$ cat config.mk
export PLATFORM = sky130hd
export DESIGN_NAME = matrix_multiply_engine_core
export DESIGN_NICKNAME = d
export VERILOG_FILES = /design/src/hw/rtl/mme_pkg.sv /design/src/hw/rtl/mme_regs.sv /design/src/hw/rtl/mme_datapath.sv /design/src/hw/rtl/mme_ctrl.sv /design/src/hw/rtl/matrix_multiply_engine_core.sv
export VERILOG_INCLUDE_DIRS = /design/src /design/src/hw/rtl
export SDC_FILE = /design/constraint.sdc
export NUM_CORES = 2
export LEC_CHECK = 0
export ABC_AREA = 1
export BUFFER_PORTS_ARGS = -buffer_cell sky130_fd_sc_hd__buf_2
export CAP_MARGIN = 20
export CORE_MARGIN = 2
export CORE_UTILIZATION = 66
export CTS_BUF_LIST = sky130_fd_sc_hd__clkbuf_2 sky130_fd_sc_hd__clkbuf_4 sky130_fd_sc_hd__clkbuf_8
export DETAILED_ROUTE_END_ITERATION = 8
export PLACE_DENSITY_LB_ADDON = 0.12
export SYNTH_ARGS = -nofsm -noshare
export SYNTH_HDL_FRONTEND = slang
export SYNTH_SLANG_ARGS = --single-unit
$ cat constraint.sdc
create_clock -name clk -period 6.8 [get_ports clk]
set_input_delay 1.02 -clock clk [delete_from_list [all_inputs] [get_ports clk]]
set_output_delay 1.02 -clock clk [all_outputs]
set_load 0.1 [all_outputs]
$ cat src/hw/rtl/matrix_multiply_engine_core_assert.svh
// Assertion macros for the matrix multiply engine RTL, included by mme_ctrl.
// Every check is clocked on clk and held off while rst_n is low.
`ifndef MATRIX_MULTIPLY_ENGINE_CORE_ASSERT_SVH
`define MATRIX_MULTIPLY_ENGINE_CORE_ASSERT_SVH

`ifndef NO_ASSERTIONS

// The expression holds at every clock edge.
`define MME_ASSERT_ALWAYS(label, expr, msg) \
  label: assert property (@(posedge clk) disable iff (!rst_n) (expr)) else $error(msg);

// The consequent holds in the same cycle as the antecedent.
`define MME_ASSERT_IMPLIES(label, ante, cons, msg) \
  label: assert property (@(posedge clk) disable iff (!rst_n) (ante) |-> (cons)) else $error(msg);

// The consequent holds in the cycle after the antecedent.
`define MME_ASSERT_NEXT(label, ante, cons, msg) \
  label: assert property (@(posedge clk) disable iff (!rst_n) (ante) |=> (cons)) else $error(msg);

`else

`define MME_ASSERT_ALWAYS(label, expr, msg)
`define MME_ASSERT_IMPLIES(label, ante, cons, msg)
`define MME_ASSERT_NEXT(label, ante, cons, msg)

`endif

`endif

$ cat src/hw/rtl/mme_pkg.sv
package mme_pkg;

  // Field widths of the streams and the register file.
  localparam int DIM_W       = 4;
  localparam int AREA_W      = 2 * DIM_W;
  localparam int PROD_W      = 37;
  localparam int ROW_W       = 3;
  localparam int COL_W       = 3;
  localparam int CNT_W       = 10;
  localparam int IN_W        = 16;
  localparam int OUT_TDATA_W = 56;
  localparam int APB_AW      = 4;
  localparam int APB_DW      = 32;
  localparam int REG_IDX_W   = 2;

  // Bit positions of the result fields inside out_tdata.
  localparam int OFS_ROW = PROD_W;
  localparam int OFS_COL = OFS_ROW + ROW_W;
  localparam int OFS_CNT = OFS_COL + COL_W;
  localparam int OUT_PAD = OUT_TDATA_W - (OFS_CNT + CNT_W);

  // Register indexes and reset value of the dimension registers.
  localparam logic [REG_IDX_W-1:0] REG_ROWS_FIRST  = 2'd0;
  localparam logic [REG_IDX_W-1:0] REG_COLS_FIRST  = 2'd1;
  localparam logic [REG_IDX_W-1:0] REG_ROWS_SECOND = 2'd2;
  localparam logic [REG_IDX_W-1:0] REG_COLS_SECOND = 2'd3;
  localparam logic [DIM_W-1:0]     DIM_RESET       = 4'd2;

  // Matrix dimensions after clamping to the supported range.
  typedef struct packed {
    logic [DIM_W-1:0] rows_first;
    logic [DIM_W-1:0] cols_first;
    logic [DIM_W-1:0] rows_second;
    logic [DIM_W-1:0] cols_second;
  } dims_t;

  // Commands from the controller to the datapath.
  typedef struct packed {
    logic             load_wr;
    logic             load_second;
    logic             issue;
    logic             first;
    logic             run_init;
    logic             next_col;
    logic             next_row;
    logic             out_result;
    logic             out_error;
    logic [ROW_W-1:0] row;
    logic [COL_W-1:0] col;
    logic             last;
  } dp_cmd_t;

  // Status from the datapath to the controller.
  typedef struct packed {
    logic pipe_busy;
    logic slot_free;
  } dp_status_t;

endpackage

$ cat src/hw/rtl/mme_regs.sv
module mme_regs
  import mme_pkg::*;
#(
  parameter int MAX_DIM = 8
) (
  input  logic              clk,
  input  logic              rst_n,
  input  logic              psel,
  input  logic              penable,
  input  logic              pwrite,
  input  logic [APB_AW-1:0] paddr,
  input  logic [APB_DW-1:0] pwdata,
  output logic [APB_DW-1:0] prdata,
  output dims_t             eff_dims,
  output logic              cfg_wr
);

  logic [DIM_W-1:0]     rows_first_r;
  logic [DIM_W-1:0]     cols_first_r;
  logic [DIM_W-1:0]     rows_second_r;
  logic [DIM_W-1:0]     cols_second_r;
  logic [REG_IDX_W-1:0] reg_idx;

  // A zero acts as one and anything above the maximum acts as the maximum.
  function automatic logic [DIM_W-1:0] eff_dim(input logic [DIM_W-1:0] v);
    logic [DIM_W-1:0] res;
    if (v == '0) begin
      res = DIM_W'(1);
    end else if (int'(v) > MAX_DIM) begin
      res = DIM_W'(MAX_DIM);
    end else begin
      res = v;
    end
    return res;
  endfunction

  assign reg_idx = paddr[APB_AW-1:2];
  assign cfg_wr  = psel & penable & pwrite;

  // Register writes in the access phase of a write request.
  always_ff @(posedge clk) begin
    if (!rst_n) begin
      rows_first_r  <= DIM_RESET;
      cols_first_r  <= DIM_RESET;
      rows_second_r <= DIM_RESET;
      cols_second_r <= DIM_RESET;
    end else if (cfg_wr) begin
      unique case (reg_idx)
        REG_ROWS_FIRST:  rows_first_r  <= pwdata[DIM_W-1:0];
        REG_COLS_FIRST:  cols_first_r  <= pwdata[DIM_W-1:0];
        REG_ROWS_SECOND: rows_second_r <= pwdata[DIM_W-1:0];
        REG_COLS_SECOND: cols_second_r <= pwdata[DIM_W-1:0];
        default: ;
      endcase
    end
  end

  // Read-back of the stored values.
  always_comb begin
    unique case (reg_idx)
      REG_ROWS_FIRST:  prdata = APB_DW'(rows_first_r);
      REG_COLS_FIRST:  prdata = APB_DW'(cols_first_r);
      REG_ROWS_SECOND: prdata = APB_DW'(rows_second_r);
      REG_COLS_SECOND: prdata = APB_DW'(cols_second_r);
      default:         prdata = '0;
    endcase
  end

  // Clamped dimensions for the rest of the block.
  assign eff_dims.rows_first  = eff_dim(rows_first_r);
  assign eff_dims.cols_first  = eff_dim(cols_first_r);
  assign eff_dims.rows_second = eff_dim(rows_second_r);
  assign eff_dims.cols_second = eff_dim(cols_second_r);

endmodule

$ cat src/hw/rtl/mme_datapath.sv
module mme_datapath
  import mme_pkg::*;
#(
  parameter int MAX_DIM       = 8,
  parameter int ELEMENT_WIDTH = 16,
  parameter int POS_W         = 7
) (
  input  logic                   clk,
  input  logic                   rst_n,
  input  dims_t                  dims,
  input  dp_cmd_t                cmd,
  input  logic [POS_W-1:0]       load_pos,
  input  logic [IN_W-1:0]        in_element,
  output dp_status_t             st,
  output logic                   out_tvalid,
  input  logic                   out_tready,
  output logic [OUT_TDATA_W-1:0] out_tdata,
  output logic                   out_tlast,
  output logic                   out_tuser
);

  localparam int DEPTH   = MAX_DIM * MAX_DIM;
  localparam int ADDR_W  = (DEPTH > 1) ? $clog2(DEPTH) : 1;
  localparam int BADDR_W = $clog2(2 * DEPTH + 1);
  localparam int MC_W    = AREA_W + DIM_W;

  logic [ELEMENT_WIDTH-1:0] first_mem  [DEPTH];
  logic [ELEMENT_WIDTH-1:0] second_mem [DEPTH];
  logic [ELEMENT_WIDTH-1:0] elem;

  logic [POS_W-1:0]   a_base_r;
  logic [POS_W-1:0]   a_addr_r;
  logic [BADDR_W-1:0] b_col_r;
  logic [BADDR_W-1:0] b_addr_r;

  logic signed [ELEMENT_WIDTH-1:0]   a_rd_r;
  logic signed [ELEMENT_WIDTH-1:0]   b_rd_r;
  logic signed [2*ELEMENT_WIDTH-1:0] prod_r;
  logic signed [PROD_W-1:0]          prod_ext;
  logic signed [PROD_W-1:0]          acc_r;
  logic                              v1_r;
  logic                              f1_r;
  logic                              v2_r;
  logic                              f2_r;

  logic [AREA_W-1:0] rc_r;
  logic [CNT_W-1:0]  mc_r;

  logic              out_valid_r;
  logic [PROD_W-1:0] out_value_r;
  logic [ROW_W-1:0]  out_row_r;
  logic [COL_W-1:0]  out_col_r;
  logic [CNT_W-1:0]  out_cnt_r;
  logic              out_last_r;
  logic              out_status_r;

  // The element field is taken as a plain bit pattern at the stored width.
  assign elem = ELEMENT_WIDTH'(in_element);

  // Element stores: one write port for loading, one read port for the run.
  always_ff @(posedge clk) begin
    if (cmd.load_wr && !cmd.load_second) begin
      first_mem[load_pos[ADDR_W-1:0]] <= elem;
    end
    if (cmd.issue) begin
      a_rd_r <= first_mem[a_addr_r[ADDR_W-1:0]];
    end
  end

  always_ff @(posedge clk) begin
    if (cmd.load_wr && cmd.load_second) begin
      second_mem[load_pos[ADDR_W-1:0]] <= elem;
    end
    if (cmd.issue) begin
      b_rd_r <= second_mem[b_addr_r[ADDR_W-1:0]];
    end
  end

  // Read addresses walk along a row of the first and a column of the second.
  always_ff @(posedge clk) begin
    priority if (cmd.run_init) begin
      a_base_r <= '0;
      a_addr_r <= '0;
      b_col_r  <= '0;
      b_addr_r <= '0;
    end else if (cmd.issue) begin
      a_addr_r <= a_addr_r + 1'b1;
      b_addr_r <= b_addr_r + BADDR_W'(dims.cols_second);
    end else if (cmd.next_col) begin
      a_addr_r <= a_base_r;
      b_col_r  <= b_col_r + 1'b1;
      b_addr_r <= b_col_r + 1'b1;
    end else if (cmd.next_row) begin
      a_base_r <= a_base_r + POS_W'(dims.cols_first);
      a_addr_r <= a_base_r + POS_W'(dims.cols_first);
      b_col_r  <= '0;
      b_addr_r <= '0;
    end
  end

  // Multiply stage and accumulator, tagged with the first step of each sum.
  assign prod_ext = PROD_W'(prod_r);

  always_ff @(posedge clk) begin
    prod_r <= a_rd_r * b_rd_r;
    if (v2_r) begin
      acc_r <= f2_r ? prod_ext : acc_r + prod_ext;
    end
  end

  always_ff @(posedge clk) begin
    if (!rst_n) begin
      v1_r <= 1'b0;
      f1_r <= 1'b0;
      v2_r <= 1'b0;
      f2_r <= 1'b0;
    end else begin
      v1_r <= cmd.issue;
      f1_r <= cmd.first;
      v2_r <= v1_r;
      f2_r <= f1_r;
    end
  end

  // Multiplication count of a run, built from registered small products.
  always_ff @(posedge clk) begin
    rc_r <= AREA_W'(dims.rows_first) * AREA_W'(dims.cols_second);
    mc_r <= CNT_W'(MC_W'(rc_r) * MC_W'(dims.cols_first));
  end

  // Output register: a finished result waits here until it is taken.
  always_ff @(posedge clk) begin
    if (!rst_n) begin
      out_valid_r <= 1'b0;
    end else if (cmd.out_result || cmd.out_error) begin
      out_valid_r <= 1'b1;
    end else if (out_tready) begin
      out_valid_r <= 1'b0;
    end
  end

  always_ff @(posedge clk) begin
    if (cmd.out_result) begin
      out_value_r  <= acc_r;
      out_row_r    <= cmd.row;
      out_col_r    <= cmd.col;
      out_cnt_r    <= mc_r;
      out_last_r   <= cmd.last;
      out_status_r <= 1'b0;
    end else if (cmd.out_error) begin
      out_value_r  <= '0;
      out_row_r    <= '0;
      out_col_r    <= '0;
      out_cnt_r    <= '0;
      out_last_r   <= 1'b0;
      out_status_r <= 1'b1;
    end
  end

  assign out_tvalid = out_valid_r;
  assign out_tdata  = {{OUT_PAD{1'b0}}, out_cnt_r, out_col_r, out_row_r, out_value_r};
  assign out_tlast  = out_last_r;
  assign out_tuser  = out_status_r;

  assign st.pipe_busy = v1_r | v2_r;
  assign st.slot_free = !out_valid_r || out_tready;

endmodule

$ cat src/hw/rtl/mme_ctrl.sv
`include "matrix_multiply_engine_core_assert.svh"

module mme_ctrl
  import mme_pkg::*;
#(
  parameter int MAX_DIM = 8,
  parameter int POS_W   = 7
) (
  input  logic             clk,
  input  logic             rst_n,
  input  dims_t            dims,
  input  logic             cfg_wr,
  input  logic             in_tvalid,
  output logic             in_tready,
  output dp_cmd_t          cmd,
  output logic [POS_W-1:0] load_pos,
  input  dp_status_t       st
);

  localparam int DEPTH = MAX_DIM * MAX_DIM;
  localparam int CMP_W = (POS_W > AREA_W) ? POS_W : AREA_W;

  localparam logic [1:0] ST_LOAD  = 2'd0;
  localparam logic [1:0] ST_ISSUE = 2'd1;
  localparam logic [1:0] ST_DRAIN = 2'd2;

  logic [1:0]       state_r, state_nxt;
  logic [POS_W-1:0] load_pos_r, load_pos_nxt;
  logic             loading_second_r, loading_second_nxt;
  logic [DIM_W-1:0] i_r, i_nxt;
  logic [DIM_W-1:0] j_r, j_nxt;
  logic [DIM_W-1:0] k_r, k_nxt;

  logic              compat;
  logic              accept;
  logic [POS_W-1:0]  pos_inc;
  logic [AREA_W-1:0] area_first;
  logic [AREA_W-1:0] area_second;
  logic              last_row;
  logic              last_col;

  // Sizes of the two matrices and the compatibility check.
  assign compat      = (dims.cols_first == dims.rows_second);
  assign area_first  = AREA_W'(dims.rows_first) * AREA_W'(dims.cols_first);
  assign area_second = AREA_W'(dims.rows_second) * AREA_W'(dims.cols_second);
  assign pos_inc     = load_pos_r + 1'b1;
  assign last_row    = (i_r == dims.rows_first - 1'b1);
  assign last_col    = (j_r == dims.cols_second - 1'b1);

  // An error answer needs the output register, a loaded element does not.
  assign in_tready = (state_r == ST_LOAD) && (compat || st.slot_free);
  assign accept    = in_tvalid && in_tready;
  assign load_pos  = load_pos_r;

  // Sequencer: load both matrices, answer shape errors, sum each element.
  always_comb begin
    state_nxt          = state_r;
    load_pos_nxt       = load_pos_r;
    loading_second_nxt = loading_second_r;
    i_nxt              = i_r;
    j_nxt              = j_r;
    k_nxt              = k_r;
    cmd                = '0;
    cmd.load_second    = loading_second_r;
    cmd.row            = ROW_W'(i_r);
    cmd.col            = COL_W'(j_r);
    cmd.last           = last_row && last_col;

    unique case (state_r)
      ST_LOAD: begin
        priority if (cfg_wr) begin
          load_pos_nxt       = '0;
          loading_second_nxt = 1'b0;
        end else if (accept && !compat) begin
          cmd.out_error = 1'b1;
        end else if (accept && !loading_second_r) begin
          cmd.load_wr = 1'b1;
          if (CMP_W'(pos_inc) >= CMP_W'(area_first)) begin
            load_pos_nxt       = '0;
            loading_second_nxt = 1'b1;
          end else begin
            load_pos_nxt = pos_inc;
          end
        end else if (accept) begin
          cmd.load_wr = 1'b1;
          if (CMP_W'(pos_inc) >= CMP_W'(area_second)) begin
            load_pos_nxt       = '0;
            loading_second_nxt = 1'b0;
            cmd.run_init       = 1'b1;
            i_nxt              = '0;
            j_nxt              = '0;
            k_nxt              = '0;
            state_nxt          = ST_ISSUE;
          end else begin
            load_pos_nxt = pos_inc;
          end
        end
      end

      ST_ISSUE: begin
        cmd.issue = 1'b1;
        cmd.first = (k_r == '0);
        if (k_r == dims.cols_first - 1'b1) begin
          k_nxt     = '0;
          state_nxt = ST_DRAIN;
        end else begin
          k_nxt = k_r + 1'b1;
        end
      end

      ST_DRAIN: begin
        if (!st.pipe_busy && st.slot_free) begin
          cmd.out_result = 1'b1;
          priority if (last_row && last_col) begin
            state_nxt = ST_LOAD;
          end else if (last_col) begin
            cmd.next_row = 1'b1;
            j_nxt        = '0;
            i_nxt        = i_r + 1'b1;
            state_nxt    = ST_ISSUE;
          end else begin
            cmd.next_col = 1'b1;
            j_nxt        = j_r + 1'b1;
            state_nxt    = ST_ISSUE;
          end
        end
      end

      default: begin
        state_nxt = ST_LOAD;
      end
    endcase
  end

  always_ff @(posedge clk) begin
    if (!rst_n) begin
      state_r          <= ST_LOAD;
      load_pos_r       <= '0;
      loading_second_r <= 1'b0;
      i_r              <= '0;
      j_r              <= '0;
      k_r              <= '0;
    end else begin
      state_r          <= state_nxt;
      load_pos_r       <= load_pos_nxt;
      loading_second_r <= loading_second_nxt;
      i_r              <= i_nxt;
      j_r              <= j_nxt;
      k_r              <= k_nxt;
    end
  end

  // Checks on the sequencing.
  `MME_ASSERT_ALWAYS(a_pos_in_range, int'(load_pos_r) < DEPTH, "load position beyond store")
  `MME_ASSERT_IMPLIES(a_out_slot_free, cmd.out_result || cmd.out_error, st.slot_free, "result overwrites a waiting one")
  `MME_ASSERT_IMPLIES(a_sum_complete, cmd.out_result, !st.pipe_busy, "result taken before the sum is complete")
  `MME_ASSERT_NEXT(a_run_ends, cmd.out_result && cmd.last, state_r == ST_LOAD && !loading_second_r, "run does not return to loading")

endmodule

$ cat src/hw/rtl/matrix_multiply_engine_core.sv
// Loading: one element request per cycle, no result until the second matrix is complete.
// Dimension error: the answer stands in the output register in the cycle after the request.
// Run: after the final element, each product element is summed in turn by the single
// multiply-accumulate unit and waits in the output register until it is taken.
// Reset (rst_n low, synchronous): dimensions return to 2 and loading restarts at the
// first matrix; the element stores are not cleared.
module matrix_multiply_engine_core
  import mme_pkg::*;
#(
  parameter int MAX_DIM       = 8,
  parameter int ELEMENT_WIDTH = 16
) (
  input  logic                   clk,
  input  logic                   rst_n,
  // Input stream. tdata: element[15:0]
  input  logic                   in_tvalid,
  output logic                   in_tready,
  input  logic [IN_W-1:0]        in_tdata,
  // Result stream. tdata: product_value[36:0], row[39:37], col[42:40],
  // multiply_count[52:43], zero fill. tuser: status.
  output logic                   out_tvalid,
  input  logic                   out_tready,
  output logic [OUT_TDATA_W-1:0] out_tdata,
  output logic                   out_tlast,
  output logic                   out_tuser,
  // Configuration port.
  input  logic                   cfg_psel,
  input  logic                   cfg_penable,
  input  logic                   cfg_pwrite,
  input  logic [APB_AW-1:0]      cfg_paddr,
  input  logic [APB_DW-1:0]      cfg_pwdata,
  output logic [APB_DW-1:0]      cfg_prdata,
  output logic                   cfg_pready
);

  localparam int POS_W = $clog2(MAX_DIM * MAX_DIM + 1);

  dims_t            dims;
  logic             cfg_wr;
  dp_cmd_t          cmd;
  dp_status_t       st;
  logic [POS_W-1:0] load_pos;

  assign cfg_pready = 1'b1;

  // Dimension registers.
  mme_regs #(
    .MAX_DIM (MAX_DIM)
  ) u_regs (
    .clk      (clk),
    .rst_n    (rst_n),
    .psel     (cfg_psel),
    .penable  (cfg_penable),
    .pwrite   (cfg_pwrite),
    .paddr    (cfg_paddr),
    .pwdata   (cfg_pwdata),
    .prdata   (cfg_prdata),
    .eff_dims (dims),
    .cfg_wr   (cfg_wr)
  );

  // Controller.
  mme_ctrl #(
    .MAX_DIM (MAX_DIM),
    .POS_W   (POS_W)
  ) u_ctrl (
    .clk       (clk),
    .rst_n     (rst_n),
    .dims      (dims),
    .cfg_wr    (cfg_wr),
    .in_tvalid (in_tvalid),
    .in_tready (in_tready),
    .cmd       (cmd),
    .load_pos  (load_pos),
    .st        (st)
  );

  // Stores, multiply-accumulate unit and output register.
  mme_datapath #(
    .MAX_DIM       (MAX_DIM),
    .ELEMENT_WIDTH (ELEMENT_WIDTH),
    .POS_W         (POS_W)
  ) u_datapath (
    .clk        (clk),
    .rst_n      (rst_n),
    .dims       (dims),
    .cmd        (cmd),
    .load_pos   (load_pos),
    .in_element (in_tdata),
    .st         (st),
    .out_tvalid (out_tvalid),
    .out_tready (out_tready),
    .out_tdata  (out_tdata),
    .out_tlast  (out_tlast),
    .out_tuser  (out_tuser)
  );

endmodule

=== Word level (Yosys, flattened, before mapping) ===
Memories as Yosys holds them, arrays and structs flattened. A register that Yosys moved wholly into a read port is not among the register bits.
Index checks and enable logic that the tools add are counted.

* Flip-flop bits (word level): 215
* Memory bits (writable): 2,048
* Output and inout port bits: 93
* Word-level logic and storage cells: 209
* Memories: 2

{| class="wikitable"
|+ Memories
! memory !! words !! width !! read ports !! clocked after memory_dff !! write ports !! RTL line !! source
|-
| u_datapath.first_mem || 64 || 16 || 1 || 1 || 1 || mme_datapath.sv:27 || <nowiki>logic [ELEMENT_WIDTH-1:0] first_mem [DEPTH];</nowiki>
|-
| u_datapath.second_mem || 64 || 16 || 1 || 1 || 1 || mme_datapath.sv:28 || <nowiki>logic [ELEMENT_WIDTH-1:0] second_mem [DEPTH];</nowiki>
|}

* Add/subtract/negate cells: 12
* Multipliers: 5
* Order comparisons: 6
* Eq/ne operators: 20
* Mux-type cells: 87
* Bitwise operators: 5
* Reduce and logical (&&, ||, !) cells: 43

{| class="wikitable"
|+ Operator list
! kind !! count
|-
| 32-bit one-hot mux with 4 select lines || 1
|-
| 37-bit two-way mux || 3
|-
| 4-bit two-way mux || 20
|-
| 7-bit two-way mux || 9
|-
| 37-bit by 32-bit adder with 37-bit output || 1
|-
| 16-bit by 16-bit multiplier with 32-bit output || 1
|-
| 1-bit two-way mux || 31
|-
| 4-bit by 4-bit multiplier with 8-bit output || 3
|-
| 8-bit two-way mux || 3
|-
| 4-bit one-hot mux with 2 select lines || 3
|-
| 4-bit logical NOT || 5
|-
| 10-bit two-way mux || 2
|-
| 2-bit two-way mux || 9
|-
| 4-bit == test || 4
|-
| 7-bit by 8-bit greater-or-equal comparator with 1-bit output || 2
|-
| 4-bit greater-than comparator (second input constant) || 4
|-
| 3-bit two-way mux || 5
|-
| 7-bit by 1-bit adder with 7-bit output (second input constant) || 2
|-
| 4-bit by 1-bit adder with 4-bit output (second input constant) || 3
|-
| 2-bit != test (second input constant) || 6
|-
| 2-bit AND reduction || 6
|-
| 4-bit by 1-bit subtractor with 4-bit output (second input constant) || 3
|-
| 8-bit by 4-bit multiplier with 10-bit output || 1
|-
| 2-bit nonzero test || 5
|-
| other kinds (22) || 46
|}

=== Depth between registers and ports, before layout ===
* Word-level depth: 15
* Gate-level depth with buffers: 27
* Mapped depth without buffers: 25

=== By module ===
Synthesis repeated with hierarchy kept, for this count alone.

* Cells, all modules: 9,696
* Area, all modules: 107,084.0 um2

{| class="wikitable"
|+ By module, submodules not included
! module !! times used !! cells each !! area an instance (um2) !! sequential area each (um2)
|-
| mme_datapath || 1 || 9,041 || 102,871.2 || 66,794.1
|-
| mme_ctrl || 1 || 473 || 3,100.5 || 440.4
|-
| mme_regs || 1 || 180 || 1,101.1 || 320.3
|-
| matrix_multiply_engine_core || 1 || 2 || 11.3 || 0.0
|}

=== Least setup slack after synthesis ===
OpenSTA, ideal clock, no wires.

* Path kind: input -> register
* Start: input port cfg_psel
* End: register u_datapath.out_cnt_r[0], enable pin
* Arrival: 5.279 ns
* Path slack: 0.978 ns
* Cell stages on the path: 3
* Buffers on the path: 0
* Cell sequence: nand3_1 -> inv_1 -> o21ai_0

* Cells in the longest elaborated chain, start to end: 5

{| class="wikitable"
|+ Ends and longest elaborated chain
! item !! RTL line !! source
|-
| from (decl) || matrix_multiply_engine_core.sv:27 || <nowiki>input logic cfg_psel,</nowiki>
|-
| 1-bit AND (2 in series) || mme_regs.sv:38 || <nowiki>assign cfg_wr = psel & penable & pwrite;</nowiki>
|-
| 1-bit two-way mux || mme_ctrl.sv:71 || <nowiki>priority if (cfg_wr) begin</nowiki>
|-
| 1-bit two-way mux || mme_ctrl.sv:69 || <nowiki>unique case (state_r)</nowiki>
|-
| 2-bit nonzero test (no line) || -- ||
|-
| to (signal assigned) || mme_datapath.sv:147 || <nowiki>out_cnt_r <= mc_r;</nowiki>
|-
| to (decl) || mme_datapath.sv:53 || <nowiki>logic [CNT_W-1:0] out_cnt_r;</nowiki>
|}

Every way passes these cells.
A chain may end at the register's enable or synchronous reset.

=== Final worst setup path ===
* Start: register u_datapath.b_rd_r[1], read port of u_datapath.second_mem
* End: register u_datapath.prod_r[28]

* Cells in the longest elaborated chain, start to end: 1

{| class="wikitable"
|+ Ends and longest elaborated chain
! item !! RTL line !! source
|-
| from (decl) || mme_datapath.sv:37 || <nowiki>logic signed [ELEMENT_WIDTH-1:0] b_rd_r;</nowiki>
|-
| 16-bit by 16-bit multiplier with 32-bit output || mme_datapath.sv:105 || <nowiki>prod_r <= a_rd_r * b_rd_r;</nowiki>
|-
| to (signal assigned) || mme_datapath.sv:105 ||
|-
| to (decl) || mme_datapath.sv:38 || <nowiki>logic signed [2*ELEMENT_WIDTH-1:0] prod_r;</nowiki>
|}

Every way passes these cells.

==> reports/metrics.csv <==
stage;metric;value;unit
worst_setup_path;FF-to-FF End;u_datapath.prod_r[28];
cts;clock latency on the worst-skew pair;1.11;ns
global_route;first-pass GRT wire length;417;mm
worst_setup_path;worst reg2reg path depth;16;
power;Pwr Density;534;nW/um^2
floorplan;Die X;403;microns
synth;top cell type's share of synthesized area;0.621;
cts;post_cts resized;0;
finish;layout cells sized above 1;0.102;
worst_setup_path;CP startpoint kind;register;
cts;post-CTS setup buffers;0;
timing;Slew headroom;0.233;
synth;top cells by area, synth;edfxtp_1 62%, o21ai_0 5.9%, nor2_1 5.6%;
floorplan;Die Y;403;microns
flow_run;max cap viols;0;
worst_setup_path;Worst setup startpoint;u_datapath.b_rd_r[1];
synth;Netlist cell types;56;
hold_path;Hold Path Class;in -> reg;
floorplan;Ports;152;
global_route;vias in the first global route;69500;
power;Pwr Total;61.2;mW
worst_setup_path;critical path arrival;7.30;ns
worst_setup_path;kind of critical path;reg -> reg;
run_status;result of the run;complete, no violations;
timing;max frequency;0.156;GHz
drt;Pre-Repair DR Iteration Count;6;
worst_setup_path;reg2reg setup slack;0.40;ns
synth;Avg Inst Size Synth;11.5;sq um
synth;area of the mapped netlist;105000;sq um
drt;DR iter-0 viols;10000;
power;LEAKAGE;42.3;nW
synth;Post-synth EDFFs;2171;
floorplan;Placeable Area;158000;sq um
cts;H-tree levels;5;
global_route;GRT Resource Usage Total;0.343;
cts;CTS tree;yes;
synth;YS warnings;0;
cts;Worst-path clk slew;0.06;ns
finish;Nets;9800;
drt;WL final;281;mm
hold_path;WHS Path Cells;3;
global_route;largest net degree at the start of global routing;204;
cts;Clock Tree Buf Depth;4;
placement;Setup WS pre-CTS;0.500;ns
timing;RSZ-0062 raised after global routing;no;
placement;placed instance count;10900;
synth;Cells after Synth;9110;
placement;IO buf count;89;
drt;WL per Instance;24.2;microns
synth;ys async rst share;0;
finish;Non-Filler Instances;11600;
cts;TritonCTS buffer count;373;
synth;dominant synthesized flop cell;edfxtp_1;
timing;post-route clock period utilization;0.942;
drt;Final ANT Viol Nets;0;
timing;Hold Fails Final Rpt;0;
drt;DR vias;72600;
synth;Synth area leader;edfxtp_1;
floorplan;Starting Density;0.664;
drt;vias per cell;6.26;
synth;Yosys reg bits;2289;
finish;area grow syn2layout;9.18;%
timing;final setup fails;0;
power;worst vdd ir;1.38;mV
worst_setup_path;critical path fanouts, max;16;
timing;setup TNS;0;ns
timing;max-slew violation count;0;
cts;root buf cell;clkbuf_8;
placement;RePlAce Congestion;0.903;
cts;hold-fix buffers at CTS;0;
synth;Post-synth top cells;2,171 x edfxtp_1, 1,569 x nor2_1, 1,244 x o21ai_0;
drt;DRC Markers;0;
hold_path;Hold EP;u_regs.rows_first_r[1];
cts;CTS Sinks;2289;
timing;clk_skew;0.0842;ns
placement;HPWL after detailed placement;171;mm
floorplan;DIE AREA;162000;sq um
hold_path;HP Start;cfg_pwdata[1];
synth;most common cell in the netlist;edfxtp_1;
global_route;GR Overflow Total;0;
timing;Worst-Margin Slew;1.14;ns
global_route;initial antenna violation count;10;
timing;setup ws final;0.395;ns
worst_setup_path;crit path capture type;register;
floorplan;# rows;146;
worst_setup_path;Crit path required time;7.69;ns
synth;sequential fraction of the synthesis area;0.643;
timing;fin crit period;6.40;ns
worst_setup_path;R2R Path Start;u_datapath.b_rd_r[1];
timing;hold_ws;0.269;ns
-- sequential cells by signal, indices dropped and copies added (netlist names), 6 cells and up --
| register | cells |
|---|---|
| u_datapath.b_addr_r | 6 |
| u_datapath.rc_r | 8 |
| u_datapath.mc_r | 10 |
| u_datapath.out_value_r | 37 |
| u_datapath.first_mem | 1024 |
| u_datapath.a_addr_r | 6 |
| u_datapath.second_mem | 1024 |
| u_datapath.b_col_r | 6 |
| u_datapath.b_rd_r | 16 |
| u_datapath.a_base_r | 6 |
| u_datapath.a_rd_r | 16 |
| u_datapath.acc_r | 37 |
| u_datapath.out_cnt_r | 10 |
| u_ctrl.load_pos | 7 |
| u_datapath.prod_r | 32 |
-- per-layer routing --
metal  vias to the layer above  GRT usage  part of all wire
met4                         8      0.148             0.044
met3                       617     0.0779              0.12
met1                     35200      0.482              0.38
met5                         -          0           0.00022
met2                      4525      0.523              0.46
li1                      32300          -                 -
-- stage by stage --
step / area, sq um / util
3_3_place_gp: 108000 / 0.680
2_1_floorplan: 105000 / -
3_5_place_dp: 108000 / 0.681
5_1_grt: 115000 / 0.725
4_1_cts: 115000 / 0.724
6_report: 115000 / 0.725
-- worst max-delay path: stages, from the launching register on --
cell and delay [ns]:
edfxtp_1 0.85, nand2_1 0.22, inv_1 0.17, fa_1 0.56, fa_1 0.91, fa_1 0.53
fa_1 0.51, fa_1 0.50, inv_1 0.05, fa_1 0.47, inv_1 0.04, ha_1 0.34
a21oi_1 0.22, o21ai_0 0.20, a221oi_1 0.34, nand3_1 0.17, xor2_1 0.17
-- how the worst max path moves through the flow --
stage                              end  cells past startpoint
2_1_floorplan  u_datapath.out_cnt_r[0]                      3
3_3_place_gp     u_datapath.prod_r[27]                     18
3_5_place_dp     u_datapath.prod_r[27]                     18
4_1_cts          u_datapath.prod_r[28]                     16
5_1_grt          u_datapath.prod_r[27]                     18
6_report         u_datapath.prod_r[28]                     16
-- cell type report --
| type | count | area, sq um |
|---|---|---|
| clock inverter | 146 | 759 |
| sequential | 2289 | 67600 |
| timing repair buffer | 312 | 2330 |
| antenna | 3 | 7.51 |
| fill | 10900 | 43600 |
| inverter | 739 | 2810 |
| multi-input combinational | 5540 | 32400 |
| tap | 2072 | 2590 |
| clock buffer | 501 | 6150 |
-- logic make-up (layout without fill, tap and decap cells) --
logic type      count (synthesis)  after routing  synth area share
simple gates                 2842           2842             0.108
flops                        2289           2289             0.643
compound gates               2094           2094             0.113
buf+inv                      1311           1698            0.0496
fa+ha+maj                     486            486            0.0786
xor+xnor                       86             86           0.00717
other cells                     2             35         0.0000715
-- power by group --
group | internal (mW) | total, mW | switching [mW]
clock | 6.03 | 11.3 | 5.30
combinational | 11.0 | 33.1 | 22.1
sequential | 16.2 | 16.7 | 0.521
-- cells in the final DEF, fill, tap and decap left out, drive strengths merged, types with 4 or more instances in the layout --
| cell | count |
|---|---|
| nand3b | 5 |
| xor2 | 55 |
| inv | 738 |
| nand2 | 930 |
| o221ai | 138 |
| bufinv | 5 |
| o211ai | 55 |
| or2 | 24 |
| edfxtp | 2171 |
| clkinv | 137 |
| a21o | 13 |
| a21boi | 4 |
| conb | 32 |
| o311ai | 13 |
| buf | 312 |
| clkinvlp | 5 |
| nor2 | 1575 |
| nor3 | 26 |
| fa | 289 |
| nor4 | 4 |
| nand3 | 202 |
| o21bai | 17 |
| o21ai | 1249 |
| ha | 197 |
| o22ai | 429 |
| xnor2 | 31 |
| dfxtp | 118 |
| a31oi | 12 |
| nand4 | 70 |
| clkbuf | 501 |
| a21oi | 154 |
Power figures use the tool's default switching activity.
